## src/sv/ipp_pkg.sv

```systemverilog
// Shared types and constants for the IP address text parser.
// Used by the lane, datapath, controller and top-level modules; no dependencies.
package ipp_pkg;

   localparam logic [7:0] CH_COLON = 8'h3A;
   localparam logic [7:0] CH_DOT   = 8'h2E;
   localparam logic [7:0] CH_SLASH = 8'h2F;

   typedef enum logic [2:0] {
      STATUS_OK           = 3'd0,
      STATUS_OVER_255     = 3'd1,
      STATUS_NO_DOT       = 3'd2,
      STATUS_NO_COLON     = 3'd3,
      STATUS_NO_SLASH     = 3'd4,
      STATUS_NO_DIGITS    = 3'd5,
      STATUS_HEX_OVERFLOW = 3'd6
   } status_type;

   // Commands from the controller to the datapath.
   typedef struct packed {
      logic       start;   // first character of a string
      logic       step;    // a character is accepted
      logic       finish;  // close both readings after the final character
      logic       load;    // load the result register
      logic [2:0] index;   // group index of the result being loaded
   } ipp_cmd_type;

   // Per-lane commands from the datapath to each reading.
   typedef struct packed {
      logic       start;
      logic       step;
      logic       finish;
      logic [7:0] ch;
      logic       prefix_wanted;
   } ipp_lane_cmd_type;

endpackage

```

## src/sv/ipp_lane.sv

```systemverilog
// One reading of the address text (decimal dotted or hex colon groups).
// Depends on ipp_pkg for status codes, characters and the lane command struct.
module ipp_lane import ipp_pkg::*; (
   input  logic             clock,
   input  logic             reset,
   input  ipp_lane_cmd_type cmd,
   input  logic             hex_mode,
   input  logic [2:0]       rd_index,
   output status_type       err_code,
   output logic [15:0]      rd_value,
   output logic [7:0]       prefix_len
);

   typedef enum logic [1:0] {
      PH_GROUPS = 2'd0,
      PH_PREFIX = 2'd2,
      PH_DONE   = 2'd3
   } phase_type;

   phase_type   phase_ff, phase_in, b_phase;
   logic [3:0]  count_ff, count_in, b_count, count_inc, total;
   logic [16:0] acc_ff, acc_in, b_acc, limit;
   logic        seen_ff, seen_in, b_seen;
   status_type  err_ff, err_in, b_err;
   logic [7:0]  pacc_ff, pacc_in, b_pacc, sep;
   logic [15:0] store_ff [8];
   logic        wr_en;
   logic        dec_ok, letter_ok, hex_ok, over;
   logic [3:0]  dval;
   logic [20:0] prod, v;
   logic [11:0] pv;

   always_comb begin
      // A new string starts both readings from their cleared values.
      if (cmd.start) begin
         b_phase = PH_GROUPS;
         b_count = 4'd0;
         b_acc   = 17'd0;
         b_seen  = 1'b0;
         b_err   = STATUS_OK;
         b_pacc  = 8'd0;
      end else begin
         b_phase = phase_ff;
         b_count = count_ff;
         b_acc   = acc_ff;
         b_seen  = seen_ff;
         b_err   = err_ff;
         b_pacc  = pacc_ff;
      end

      dec_ok    = (cmd.ch >= 8'h30) && (cmd.ch <= 8'h39);
      letter_ok = ((cmd.ch >= 8'h61) && (cmd.ch <= 8'h66)) ||
                  ((cmd.ch >= 8'h41) && (cmd.ch <= 8'h46));
      hex_ok    = dec_ok || (hex_mode && letter_ok);
      dval      = dec_ok ? cmd.ch[3:0] : cmd.ch[3:0] + 4'd9;

      limit = hex_mode ? 17'h0FFFF : 17'h000FF;
      total = hex_mode ? 4'd8 : 4'd4;
      sep   = hex_mode ? CH_COLON : CH_DOT;
      prod  = hex_mode ? {b_acc, 4'b0000}
                       : ({1'b0, b_acc, 3'b000} + {3'b000, b_acc, 1'b0});
      v     = prod + {17'd0, dval};
      over  = v > {4'd0, limit};
      pv    = {1'b0, b_pacc, 3'b000} + {3'b000, b_pacc, 1'b0} + {8'd0, dval};
      count_inc = b_count + 4'd1;

      phase_in = b_phase;
      count_in = b_count;
      acc_in   = b_acc;
      seen_in  = b_seen;
      err_in   = b_err;
      pacc_in  = b_pacc;
      wr_en    = 1'b0;

      if (cmd.step && b_err == STATUS_OK && b_phase != PH_DONE) begin
         if (b_phase == PH_GROUPS) begin
            if (hex_ok) begin
               seen_in = 1'b1;
               if (over) begin
                  acc_in = limit + 17'd1;
                  if (hex_mode) begin
                     err_in = STATUS_HEX_OVERFLOW;
                  end else begin
                     err_in = STATUS_OVER_255;
                  end
               end else begin
                  acc_in = v[16:0];
               end
            end else if (!b_seen) begin
               err_in = STATUS_NO_DIGITS;
            end else begin
               wr_en    = 1'b1;
               count_in = count_inc;
               acc_in   = 17'd0;
               seen_in  = 1'b0;
               if (count_inc < total) begin
                  if (cmd.ch != sep) begin
                     if (hex_mode) begin
                        err_in = STATUS_NO_COLON;
                     end else begin
                        err_in = STATUS_NO_DOT;
                     end
                  end
               end else if (cmd.prefix_wanted) begin
                  if (cmd.ch == CH_SLASH) begin
                     phase_in = PH_PREFIX;
                  end else begin
                     err_in = STATUS_NO_SLASH;
                  end
               end else begin
                  phase_in = PH_DONE;
               end
            end
         end else begin
            // Prefix length digits, always decimal, saturating at 255.
            if (dec_ok) begin
               pacc_in = (pv > 12'd255) ? 8'd255 : pv[7:0];
               seen_in = 1'b1;
            end else if (!b_seen) begin
               err_in = STATUS_NO_DIGITS;
            end else begin
               phase_in = PH_DONE;
            end
         end
      end else if (cmd.finish && b_err == STATUS_OK && b_phase != PH_DONE) begin
         if (!b_seen) begin
            err_in = STATUS_NO_DIGITS;
         end else begin
            if (b_phase == PH_GROUPS) begin
               wr_en    = 1'b1;
               count_in = count_inc;
               if (count_inc < total) begin
                  if (hex_mode) begin
                     err_in = STATUS_NO_COLON;
                  end else begin
                     err_in = STATUS_NO_DOT;
                  end
               end else if (cmd.prefix_wanted) begin
                  err_in = STATUS_NO_SLASH;
               end
            end
            phase_in = PH_DONE;
         end
      end
   end

   always_ff @(posedge clock) begin
      if (reset) begin
         phase_ff <= PH_GROUPS;
         count_ff <= 4'd0;
         acc_ff   <= 17'd0;
         seen_ff  <= 1'b0;
         err_ff   <= STATUS_OK;
         pacc_ff  <= 8'd0;
      end else begin
         phase_ff <= phase_in;
         count_ff <= count_in;
         acc_ff   <= acc_in;
         seen_ff  <= seen_in;
         err_ff   <= err_in;
         pacc_ff  <= pacc_in;
      end
   end

   always_ff @(posedge clock) begin
      if (wr_en) begin
         store_ff[b_count[2:0]] <= b_acc[15:0];
      end
   end

   assign err_code   = err_ff;
   assign rd_value   = store_ff[rd_index];
   assign prefix_len = pacc_ff;

endmodule

```

## src/sv/ipp_datapath.sv

```systemverilog
// Datapath: both readings side by side, the colon test and the result register.
// Depends on ipp_pkg and instantiates ipp_lane twice.
module ipp_datapath import ipp_pkg::*; (
   input  logic        clock,
   input  logic        reset,
   input  ipp_cmd_type cmd,
   input  logic [7:0]  req_ch,
   input  logic        req_expect_prefix,
   output status_type  rsp_status,
   output logic        rsp_is_v6,
   output logic [2:0]  rsp_index,
   output logic [15:0] rsp_value,
   output logic [7:0]  rsp_prefix,
   output logic        rsp_last,
   output logic        last_result
);

   logic             colon_ff, colon_in;
   logic             pw_ff, pw_in;
   ipp_lane_cmd_type lane_cmd;
   status_type       v4_err, v6_err, sel_err;
   logic [15:0]      v4_value, v6_value;
   logic [7:0]       v4_prefix, v6_prefix;
   status_type       status_ff;
   logic             is_v6_ff, last_ff;
   logic [2:0]       index_ff;
   logic [15:0]      value_ff;
   logic [7:0]       prefix_ff;

   always_comb begin
      colon_in = colon_ff;
      pw_in    = pw_ff;
      if (cmd.start) begin
         colon_in = 1'b0;
         pw_in    = req_expect_prefix;
      end
      if (cmd.step && req_ch == CH_COLON) begin
         colon_in = 1'b1;
      end
   end

   assign lane_cmd = '{start: cmd.start, step: cmd.step, finish: cmd.finish,
                       ch: req_ch, prefix_wanted: pw_in};

   ipp_lane u_v4 (
      .clock      (clock),
      .reset      (reset),
      .cmd        (lane_cmd),
      .hex_mode   (1'b0),
      .rd_index   (cmd.index),
      .err_code   (v4_err),
      .rd_value   (v4_value),
      .prefix_len (v4_prefix)
   );

   ipp_lane u_v6 (
      .clock      (clock),
      .reset      (reset),
      .cmd        (lane_cmd),
      .hex_mode   (1'b1),
      .rd_index   (cmd.index),
      .err_code   (v6_err),
      .rd_value   (v6_value),
      .prefix_len (v6_prefix)
   );

   assign sel_err     = colon_ff ? v6_err : v4_err;
   assign last_result = (sel_err != STATUS_OK) ||
                        (cmd.index == (colon_ff ? 3'd7 : 3'd3));

   always_ff @(posedge clock) begin
      if (reset) begin
         colon_ff <= 1'b0;
         pw_ff    <= 1'b0;
      end else begin
         colon_ff <= colon_in;
         pw_ff    <= pw_in;
      end
   end

   // An error result carries the status, is_v6 and last; group fields read as zero.
   always_ff @(posedge clock) begin
      if (cmd.load) begin
         status_ff <= sel_err;
         is_v6_ff  <= colon_ff;
         last_ff   <= last_result;
         if (sel_err != STATUS_OK) begin
            index_ff  <= 3'd0;
            value_ff  <= 16'd0;
            prefix_ff <= 8'd0;
         end else begin
            index_ff  <= cmd.index;
            value_ff  <= colon_ff ? v6_value : v4_value;
            prefix_ff <= pw_ff ? (colon_ff ? v6_prefix : v4_prefix) : 8'd0;
         end
      end
   end

   assign rsp_status = status_ff;
   assign rsp_is_v6  = is_v6_ff;
   assign rsp_index  = index_ff;
   assign rsp_value  = value_ff;
   assign rsp_prefix = prefix_ff;
   assign rsp_last   = last_ff;

endmodule

```

## src/sv/ipp_ctrl.sv

```systemverilog
// Controller: string framing, the closing step and the result sequencer.
// Depends on ipp_pkg for the command struct.
module ipp_ctrl import ipp_pkg::*; (
   input  logic        clock,
   input  logic        reset,
   input  logic        req_tvalid,
   input  logic        req_tlast,
   output logic        req_tready,
   output logic        rsp_tvalid,
   input  logic        rsp_tready,
   input  logic        last_result,
   output ipp_cmd_type cmd
);

   typedef enum logic [1:0] {
      S_IDLE,
      S_TEXT,
      S_FINISH,
      S_EMIT
   } state_type;

   state_type  state_ff, state_in;
   logic       valid_ff, valid_in;
   logic [2:0] index_ff, index_in;
   logic       accept, out_free;

   assign req_tready = (state_ff == S_IDLE) || (state_ff == S_TEXT);
   assign accept     = req_tvalid && req_tready;
   assign out_free   = !valid_ff || rsp_tready;

   always_comb begin
      state_in   = state_ff;
      index_in   = index_ff;
      cmd.start  = accept && (state_ff == S_IDLE);
      cmd.step   = accept;
      cmd.finish = (state_ff == S_FINISH);
      cmd.load   = (state_ff == S_EMIT) && out_free;
      cmd.index  = index_ff;

      unique case (state_ff)
         S_IDLE: begin
            if (accept) begin
               state_in = req_tlast ? S_FINISH : S_TEXT;
            end
         end
         S_TEXT: begin
            if (accept && req_tlast) begin
               state_in = S_FINISH;
            end
         end
         S_FINISH: begin
            state_in = S_EMIT;
            index_in = 3'd0;
         end
         S_EMIT: begin
            if (out_free) begin
               index_in = index_ff + 3'd1;
               if (last_result) begin
                  state_in = S_IDLE;
               end
            end
         end
         default: state_in = S_IDLE;
      endcase

      if (cmd.load) begin
         valid_in = 1'b1;
      end else if (rsp_tready) begin
         valid_in = 1'b0;
      end else begin
         valid_in = valid_ff;
      end
   end

   always_ff @(posedge clock) begin
      if (reset) begin
         state_ff <= S_IDLE;
         valid_ff <= 1'b0;
         index_ff <= 3'd0;
      end else begin
         state_ff <= state_in;
         valid_ff <= valid_in;
         index_ff <= index_in;
      end
   end

   assign rsp_tvalid = valid_ff;

endmodule

```

## src/sv/ip_address_text_parser_top.sv

```systemverilog
// IP address text parser, top level. Takes one character per cycle while input
// is not held off; the final character of a string is followed by a closing
// step, then 4 (IPv4), 8 (IPv6) or 1 (error) results, one per cycle while the
// result side is ready. The first result is loaded in S_EMIT, after S_FINISH.
// Input is held off during the closing and result cycles only.
// Synchronous active-high reset clears the controller and parse state; the
// group stores are not reset.
module ip_address_text_parser_top import ipp_pkg::*; (
   input  logic        clock,
   input  logic        reset,
   input  logic        req_tvalid,
   output logic        req_tready,
   input  logic [7:0]  req_tdata,   // ch[7:0]
   input  logic        req_tlast,   // end_of_text
   input  logic [0:0]  req_tuser,   // expect_prefix[0]
   output logic        rsp_tvalid,
   input  logic        rsp_tready,
   output logic [31:0] rsp_tdata,   // group_index[2:0], group_value[18:3],
                                    // prefix_len[26:19], zero[31:27]
   output logic        rsp_tlast,   // last
   output logic [3:0]  rsp_tuser    // status[2:0], is_v6[3]
);

   ipp_cmd_type cmd;
   logic        last_result;
   status_type  rsp_status;
   logic        rsp_is_v6;
   logic [2:0]  rsp_index;
   logic [15:0] rsp_value;
   logic [7:0]  rsp_prefix;

   ipp_ctrl u_ctrl (
      .clock       (clock),
      .reset       (reset),
      .req_tvalid  (req_tvalid),
      .req_tlast   (req_tlast),
      .req_tready  (req_tready),
      .rsp_tvalid  (rsp_tvalid),
      .rsp_tready  (rsp_tready),
      .last_result (last_result),
      .cmd         (cmd)
   );

   ipp_datapath u_datapath (
      .clock             (clock),
      .reset             (reset),
      .cmd               (cmd),
      .req_ch            (req_tdata),
      .req_expect_prefix (req_tuser[0]),
      .rsp_status        (rsp_status),
      .rsp_is_v6         (rsp_is_v6),
      .rsp_index         (rsp_index),
      .rsp_value         (rsp_value),
      .rsp_prefix        (rsp_prefix),
      .rsp_last          (rsp_tlast),
      .last_result       (last_result)
   );

   assign rsp_tdata = {5'd0, rsp_prefix, rsp_value, rsp_index};
   assign rsp_tuser = {rsp_is_v6, rsp_status};

endmodule
```

## config.mk

```make
export PLATFORM = sky130hd
export DESIGN_NAME = ip_address_text_parser_top
export DESIGN_NICKNAME = d
export VERILOG_FILES = /design/src/sv/ipp_pkg.sv /design/src/sv/ipp_lane.sv /design/src/sv/ipp_datapath.sv /design/src/sv/ipp_ctrl.sv /design/src/sv/ip_address_text_parser_top.sv
export SDC_FILE = /design/constraint.sdc
export NUM_CORES = 1
export LEC_CHECK = 0
export ABC_CLOCK_PERIOD_IN_PS = 7600
export BUFFER_PORTS_ARGS = -buffer_cell sky130_fd_sc_hd__buf_2
export CORE_MARGIN = 2
export CORE_UTILIZATION = 35
export DETAILED_ROUTE_END_ITERATION = 7
export HOLD_SLACK_MARGIN = 0.02
export SKIP_LAST_GASP = 1
export SYNTH_ARGS = -nofsm -noshare
export SYNTH_HDL_FRONTEND = slang
export SYNTH_HIERARCHICAL = 1
export SYNTH_SLANG_ARGS = --single-unit
```

## constraint.sdc

```tcl
create_clock -name clock -period 7.6 [get_ports clock]
set_clock_uncertainty 0.2 [all_clocks]
set_input_delay 0 -clock clock [delete_from_list [all_inputs] [get_ports clock]]
set_output_delay 0 -clock clock [all_outputs]
set_load 0.01 [all_outputs]
```

* Yosys cells after proc, flatten, opt, wreduce, memory -nomap -nowiden
Memory sizes are Yosys's and may differ from the RTL's. A register that Yosys moved wholly into a read port is not among the register bits.
Index checks and enable logic that the tools add are counted.
** Word-level totals
- Register bits after elaboration :: 110
- RAM bits :: 256
- Input port bits :: 14
- Output and inout bits :: 39
- Word-level logic and storage cells :: 241
- Memories kept :: 2
** Cells by class
- $add $sub $neg :: 11
- Magnitude comparators :: 12
- Equal/unequal tests :: 14
- Mux-type cells :: 144
- Bitwise operators :: 1
- Reductions and logical operators :: 34
** Memories
- u_datapath.u_v4.store_ff :: words 8, bits a word 16, rd ports 1, clocked after memory_dff 1, write ports 1, RTL line ipp_lane.sv:26 : logic [15:0] store_ff [8];
- u_datapath.u_v6.store_ff :: words 8, bits a word 16, rd ports 1, clocked after memory_dff 1, write ports 1, RTL line ipp_lane.sv:26
** Operators by type and width (number)
- $mux W17 :: 12
- $mux W3 :: 41
- $mux W8 :: 11
- $mux W4 :: 17
- $mux W2 :: 27
- $add A21 B4 Y21 :: 2
- $mux W1 :: 33
- $add A11 B9 Y12 :: 2
- $add A12 B4 Y12 :: 2
- $gt A12 B8 Y1 const B :: 2
- $add A20 B18 Y21 :: 1
- $gt A21 B16 Y1 const B :: 1
- $gt A21 B8 Y1 const B :: 1
- $eq A8 B6 Y1 const B :: 2
- $ge A8 B7 Y1 const B :: 2
- $le A8 B7 Y1 const B :: 2
- $logic_and A1 B1 Y1 :: 16
- $mux W16 :: 1
- $ne A8 B6 Y1 const B :: 2
- $add A4 B1 Y4 const B :: 2
- $ge A8 B6 Y1 const B :: 1
- $le A8 B6 Y1 const B :: 1
- $ne A2 B2 Y1 const B :: 4
- $pmux W2 S4 :: 1
- other kinds (19) :: 30

* Logic depth before layout (Yosys ltp)
Gate-level depths: netlist of the first run.
- Word-level depth :: 12
- Gate-level depth with buffers :: 32

* By module
The synthesis of the first run kept the hierarchy.
** By module, submodules not included
- ipp_lane at u_datapath.u_v4 :: instances 1, cells each 827, area each 9495.4 µm², sequential area each 4544.4 µm²
- ipp_lane at u_datapath.u_v6 :: instances 1, cells each 772, area each 9148.8 µm², sequential area each 4544.4 µm²
- ipp_datapath :: instances 1, cells each 105, area each 1519.0 µm², sequential area each 1001.0 µm²
- ipp_ctrl :: instances 1, cells each 45, area each 384.1 µm², sequential area each 120.1 µm²
- ip_address_text_parser_top :: instances 1, cells each 7, area each 48.8 µm², sequential area each 0.0 µm²

* Least setup slack after synthesis of the first run
Ideal clock, no wire load.
- Kind :: register -> register
- Start point :: reg u_ctrl.state_ff[0]
- End point :: reg u_datapath.u_v4.acc_ff[4]
- Setup time :: 0.080 ns
- Data arrival time :: 7.511 ns
- Path slack :: -0.191 ns
- Stages on the path, launching flop included :: 30
- Path buffers :: 6
- Clock period less this slack :: 7.791 ns
- Path through :: dfxtp_1 inv_1 ha_1 and2_2 buf_4 clkbuf_1 buf_1 clkbuf_1 buf_1 buf_1 nor2_1 ha_1 ha_1 a211o_1 or3_1 o311a_1 a211oi_1 nand4b_1 a2111oi_0 xor2_1 ha_1 and4_1 nand2b_1 or4_1 nor4_1 a31oi_1 or3b_4 or3_4 a2111o_1 a211oi_2
** RTL lines
- start, declared :: RTL line ipp_ctrl.sv:22 : state_type state_ff, state_in;
- start signal, assigned :: RTL line ipp_ctrl.sv:81 : state_ff <= state_in;
- end signal, assigned :: RTL line ipp_lane.sv:158 : acc_ff <= acc_in;
- end, declared :: RTL line ipp_lane.sv:22 : logic [16:0] acc_ff, acc_in, b_acc, limit;

==> results of run 1 <==
[flip-flops by register name, summed over array words and instances (netlist names), 2 cells and up]
register	flops
u_datapath/u_v4/acc_ff	17
u_datapath/rsp_prefix	8
u_datapath/rsp_status	3
u_datapath/u_v4/phase_ff	2
u_ctrl/state_ff	2
u_datapath/u_v6/phase_ff	2
u_datapath/u_v6/prefix_len	8
u_datapath/u_v6/err_code	3
u_datapath/u_v6/count_ff	4
u_datapath/u_v4/err_code	3
u_datapath/rsp_index	3
u_datapath/u_v6/acc_ff	17
u_ctrl/index_ff	3
u_datapath/rsp_value	16
u_datapath/u_v4/store_ff	128
u_datapath/u_v4/prefix_len	8
u_datapath/u_v6/store_ff	128
u_datapath/u_v4/count_ff	4
[logic make-up (layout without fill, tap and decap cells)]
group | Yosys count | after routing | share of synthesized area
compound gates | 412 | 412 | 0.1401
xor+xnor | 80 | 80 | 0.03675
fa+ha+maj | 93 | 93 | 0.05850
buf+inv | 185 | 249 | 0.04192
flops | 366 | 366 | 0.4957
mux | 114 | 114 | 0.09659
other cells | 3 | 13 | 0.0005467
simple gates | 503 | 503 | 0.1299
[metrics by stage]
step / area, µm² / total power, µW / utilization / hold slack [ns]
after floorplan: 20640 / 2869 / - / -0.1309
after detailed placement: 21570 / 3070 / 0.3725 / 0.1826
after CTS: 23010 / 4969 / 0.3973 / 0.08572
after global placement: 21570 / 3063 / 0.3725 / 0.1727
after global routing: 23030 / 5137 / 0.3977 / 0.1551
final: 23030 / 4950 / 0.3977 / 0.1363
[Yosys cell counts (10+ instances only)]
library cell	n	share of area
nand3_1	52	0.013
nand2_1	116	0.021
clkbuf_1	40	0.0073
buf_1	17	0.0031
a31oi_1	26	0.0079
nor2_1	116	0.021
nor3_1	35	0.0085
buf_4	21	0.0077
o31ai_1	10	0.0036
and2_1	10	0.0030
and3_1	10	0.0030
mux2_2	37	0.020
buf_2	17	0.0041
o211ai_1	20	0.0073
a221oi_1	14	0.0060
nand2b_1	16	0.0049
inv_1	78	0.014
o21a_1	11	0.0040
a21o_1	23	0.0084
nor2b_1	43	0.013
xor2_1	23	0.0098
edfxtp_1	288	0.42
o21ai_0	72	0.017
a21oi_1	94	0.023
a31o_2	12	0.0051
xnor2_1	51	0.022
nor3b_1	13	0.0047
a32oi_1	10	0.0043
mux2i_1	12	0.0058
mux4_2	64	0.070
ha_1	85	0.052
dfxtp_1	78	0.076
a22o_2	14	0.0068
a211oi_1	16	0.0058
[metal layers]
metal  vias up  GRT usage  routed length (µm)
li1       6753          -                   -
met1      7121     0.2446               24250
met2       478     0.2541               22340
met3        81    0.03050                3546
met4         6    0.04341                 915
met5         -          0                  41
[how the worst min path moves through the flow]
stage,from,endpoint,cells past startpoint
floorplan,reset,u_ctrl/index_ff[0],1
global placement,req_tdata[6],u_datapath/colon_ff,4
detailed placement,req_tdata[7],u_datapath/colon_ff,4
CTS,req_tdata[1],u_datapath/u_v6/err_code[2],6
global route,req_tdata[1],u_datapath/u_v6/err_code[2],6
finish,req_tdata[5],u_datapath/u_v4/err_code[2],7
[where the power goes]
| group | internal [µW] | leakage [µW] | switching (µW) |
|---|---|---|---|
| registers | 2210 | 0.00323 | 57.8 |
| logic | 286 | 0.00429 | 513 |
| clock network | 1090 | 0.000620 | 800 |
| total | 3580 | 0.00814 | 1370 |
[timing repair]
item | CTS | global route
setup buffers | 0 | 0
endpoints found under the hold margin | 47 | 0
setup endpoints to repair | 0 | 16
gates resized for setup | 0 | 3
hold buffers | 18 | 0
[tightest hold or removal path, cell delays in order]
cell and delay, ns:
buf_2 0.11, nor3b_1 0.15, nand2_1 0.09, o31ai_1 0.09
nand2b_1 0.17, nand2_1 0.11, a31o_2 0.14
[final cells by class]
| cell class | count | area [µm²] |
|---|---|---|
| multi-input combinational | 1215 | 9638 |
| clock buffer | 49 | 1045 |
| clock inverter | 22 | 212.7 |
| timing repair buffer | 98 | 663.1 |
| tap | 765 | 957.2 |
| fill | 5511 | 34880 |
| sequential | 366 | 10210 |
| inverter | 80 | 300.3 |
==> flow_metrics.tcl, run 1 <==
set metrics [dict create \
    rsz0062_at_grt "false" \
    die_w_um 246.6 \
    layout_min_cycle_time_ns 7.069 \
    cp.depth 25 \
    final_cells 2595 \
    cp_common_cell "ha_1" \
    dp_hpwl_um 34310 \
    irDropWorstVdd_v 0.0001719 \
    worstReg2RegEnd "u_datapath/u_v4/acc_ff[4]" \
    grt_max_degree 64 \
    std_cell_rows 88 \
    cts_sinks 366 \
    path_buf_inv 3 \
    wirelength_um 51090 \
    yosys_warnings 6 \
    cts_tree "done" \
    yosysUniqueCellTypes 112 \
    ff2ff_path_depth 25 \
    hold_viol 0 \
    r2r_start "u_ctrl/state_ff[0]" \
    slew_viol_final 0 \
    gp_congestion 0.8865 \
    drt-pass1-iter-count 5 \
    path_clk_slew_ns 0.06 \
    synth_edf_count 288 \
    yosysSeqAreaShare 0.4957 \
    dr.first_iter.drc_count 1120 \
    grt_usage 0.1672 \
    pre_cts_slack_ns 0.3966 \
    synth_cells 1756 \
    rrSetupSlack_ns 0.53 \
    timing.slew.headroom 0.3167 \
    crit_start "u_ctrl/state_ff[0]" \
    grt_pass1_vias 14230 \
    avgRoutedWirePerCell_um 19.69 \
    grt-ovfl-total 0 \
    io_buffers 47 \
    start_util 0.3556 \
    drc 0 \
    die_y_um 246.6 \
    postSynthAreaPerCell_um2 11.73 \
    max_freq_mhz 141.5 \
    diodes 0 \
    htreeDepth 2 \
    numCtsBuffers 39 \
    clockRootBuffer "clkbuf_16" \
    setup_ws_ns 0.5314 \
    ys_ff_latch 366 \
    critPathCapture "u_datapath/u_v4/acc_ff[4]" \
    worstPathArrival_ns 7.34 \
    ioPinCount 53 \
    drive_gt1_frac 0.1803 \
    worstSetupPathType "flop to flop" \
    worst-path-max-fanout 10 \
    setup_viol 0 \
    viasPerCell 5.564 \
    synthesis.area_um2 20600 \
    grt_pass1_wl_um 80270 \
    cp_slowest_stage_delay_ns 0.56 \
    cp_top_family "simple AND/OR/NAND/NOR gates" \
    maxCapViolations 0 \
    power.density_nw_per_um2 214.9 \
    final_nets 1905 \
    area_growth_syn_to_layout_pct 11.82 \
    die_area_um2 60800 \
    setup_tns_ns 0 \
    final_cell_mix "edfxtp_1 (288), nand2_1 (116), nor2_1 (115), a21oi_1 (94), ha_1 (85)" \
    core-area_um2 57920 \
    worstHoldPathType "primary input to flop" \
    antenna_found_initial 3 \
    final_common_cell "edfxtp_1" \
    antenna_left 0 \
    critPathCaptureType "flop" \
    clkLatencyLatePin_ns 0.56 \
    p_leak_uw 0.008138 \
    fin_crit_sh 0.9301 \
    worstMarginPinSlew_ns 1.023 \
    synthArstFlopShare 0 \
    num_vias 14440 \
    synth_top_flop_cell "edfxtp_1" \
    startpoint_type "flop" \
    slowest_stage "a2111oi_1" \
    worst_ep_required_time_ns 7.87 \
    clk_path_buf_depth 3 \
    dp.cells 2506 \
    status "finished, final reports clean" \
]
Note: power is estimated with default switching activity, not from simulation.
==> run 2, diff against run 1 <==
ABC_AREA = 1   (was not set)
==> run 2 against run 1 <==
Net effect: non-clock buffer count shrank 2; sequential share of layout area shrank 1.3 points; fmax grew 8.8%.
==> flow_metrics.tcl, run 2 <==
set metrics [dict create \
    die_area_um2 62170 \
    fillers 5919 \
    die_y_um 249.3 \
    final_cell_mix "nand2_1 (509), nor2_1 (371), edfxtp_1 (288), inv_1 (255), o21ai_0 (194)" \
    synth_edf_count 288 \
    final-seq-area_um2 10210 \
    setup_tns_ns 0 \
    final_common_cell "nand2_1" \
    hold_buffers 22 \
    multi_input_area_um2 9462 \
    synth_top_family_by_area "simple AND/OR/NAND/NOR gates" \
    yosys.area.top_type "edfxtp_1" \
    synth_most_common_cell "nand2_1" \
    area_growth_syn_to_layout_pct 12.51 \
    yosys.area_share.adder 0.05619 \
    clockRootBuffer "clkbuf_16" \
    maxCapViolations 0 \
    layout_min_cycle_time_ns 6.495 \
    fin_crit_sh 0.8547 \
    r2r_start "u_ctrl/state_ff[0]" \
    drive_gt1_frac 0.1008 \
    hold_viol 0 \
    dp_hpwl_um 38030 \
    dp.cells 3277 \
    setup_ws_ns 1.105 \
    p_leak_uw 0.009875 \
    hp-start "req_tdata[2]" \
    clk_path_buf_depth 3 \
    timing.slew.headroom 0.2249 \
    synthArstFlopShare 0 \
    avgRoutedWirePerCell_um 16.79 \
    path_clk_slew_ns 0.06 \
    clkLatencyLatePin_ns 0.56 \
    synth_common_cells "nand2_1 (509), nor2_1 (372), edfxtp_1 (288), inv_1 (255), o21ai_0 (194)" \
    synth.area.top_cells "edfxtp_1 (41%), nand2_1 (9.1%), dfxtp_1 (7.4%)" \
    cts_tree "done" \
    final_nets 2673 \
    htreeDepth 2 \
    slowest_stage "nor2_4" \
    irDropWorstVdd_v 0.0001536 \
    dr.first_iter.drc_count 1559 \
    antenna_found_initial 4 \
    slew_viol_final 0 \
    final_util 0.4001 \
    numCtsBuffers 40 \
    worst_ep_required_time_ns 7.88 \
    std_cell_rows 89 \
    core-area_um2 59240 \
    power.density_nw_per_um2 286.9 \
    worstHoldPathType "primary input to flop" \
    worstPathArrival_ns 6.77 \
    drt-pass1-iter-count 5 \
    wirelength_um 56640 \
    cp_slowest_stage_delay_ns 0.70 \
    cts_resized 0 \
    grt_max_degree 83 \
    setup_viol 0 \
    crit_start "u_ctrl/state_ff[0]" \
    synth_cells 2518 \
    cts_setup_buffers 0 \
    grt_pass1_wl_um 90530 \
    cts_sinks 366 \
    ioPinCount 53 \
    rsz0062_at_grt "false" \
    yosysSeqAreaShare 0.4847 \
    max_freq_mhz 154.0 \
    grt_pass1_vias 17030 \
    startpoint_type "flop" \
    die_w_um 249.3 \
    yosys_warnings 6 \
    worstMarginPinSlew_ns 1.161 \
    grt-ovfl-total 0 \
    antenna_left 0 \
    cp_common_cell "nand2_1" \
    synth-xor-area-share 0.01705 \
    status "finished, final reports clean" \
    synth.top_cell.area_share 0.4105 \
    pre_cts_slack_ns 1.175 \
    worstSetupPathType "flop to flop" \
    critPathCaptureType "flop" \
    num_vias 17580 \
    io_buffers 47 \
    grt_usage 0.1801 \
    ys_ff_latch 366 \
    synth-simple-area-share 0.2413 \
    final_cells 3374 \
    start_util 0.3556 \
    drc 0 \
    synth_top_flop_cell "edfxtp_1" \
    gp_congestion 0.8939 \
    synth.area.mux_share 0.003801 \
    postSynthAreaPerCell_um2 8.366 \
    yosysUniqueCellTypes 60 \
    synth-compound-area-share 0.1247 \
    worst-path-max-fanout 45 \
    synthesis.area_um2 21070 \
    viasPerCell 5.210 \
]
## run 2: critical path, delay by kind of cell (launching register included)
family                   cells  cell delay (ns)
flip-flops                   1             0.33
adder cells (fa/ha/maj)      4             1.24
AND/OR/NAND/NOR             22             3.41
buffers and inverters        5             0.71
AO/OA/AOI/OAI                2             0.31
XOR/XNOR                     1             0.18
## run 2: path summary, 6_finish.rpt
path | cells past startpoint | end | slack, ns
max reg2reg | 34 | u_datapath/u_v4/acc_ff[13] | 1.10
max | 34 | u_datapath/u_v4/acc_ff[13] | 1.10
min | 6 | u_datapath/u_v6/prefix_len[2] | 0.12
min reg2reg | 2 | u_ctrl/state_ff[0] | 0.35
## run 2: final cells by class
| type | instances | share of cell area |
|---|---|---|
| Tap cell | 773 | 0.04081 |
| Clock inverter | 22 | 0.01156 |
| Antenna cell | 2 | 0.0002112 |
| Timing Repair Buffer | 96 | 0.02777 |
| Clock buffer | 51 | 0.04572 |
| Multi-Input combinational cell | 1790 | 0.3992 |
| Sequential cell | 366 | 0.4310 |
| Inverter | 274 | 0.04371 |
## run 2: stage by stage
step,hold slack [ns],total power (µW),area (µm²)
5_1_grt,0.1634,7213,23700
3_5_place_dp,0.1262,4765,22120
4_1_cts,0.1063,6806,23700
3_3_place_gp,0.1214,4724,22120
2_1_floorplan,-0.1309,4193,21090
6_report,0.1171,6800,23700
## run 2: metal layers
metal,global-route usage,vias to the layer above,part of all wire
met5,0,-,0.00037
met4,0.05232,4,0.023
met3,0.02957,97,0.067
met2,0.2785,560,0.43
met1,0.2588,8306,0.48
li1,-,8612,-
## run 2: cells by family after synthesis
kind of cell | count (synthesis)
AO/OA/AOI/OAI | 462
multiplexers | 8
flip-flops | 366
AND/OR/NAND/NOR | 1179
buffers and inverters | 368
XOR/XNOR | 41
adder cells (fa/ha/maj) | 91
other | 3
## run 2: where the power goes
part / internal (µW) / switching (µW) / leakage [µW] / total [µW]
Clock: 1190 / 810 / 0.000666 / 2000
Sequential: 2440 / 106 / 0.00332 / 2550
Combinational: 628 / 1620 / 0.00589 / 2250
Total: 4260 / 2540 / 0.00988 / 6800
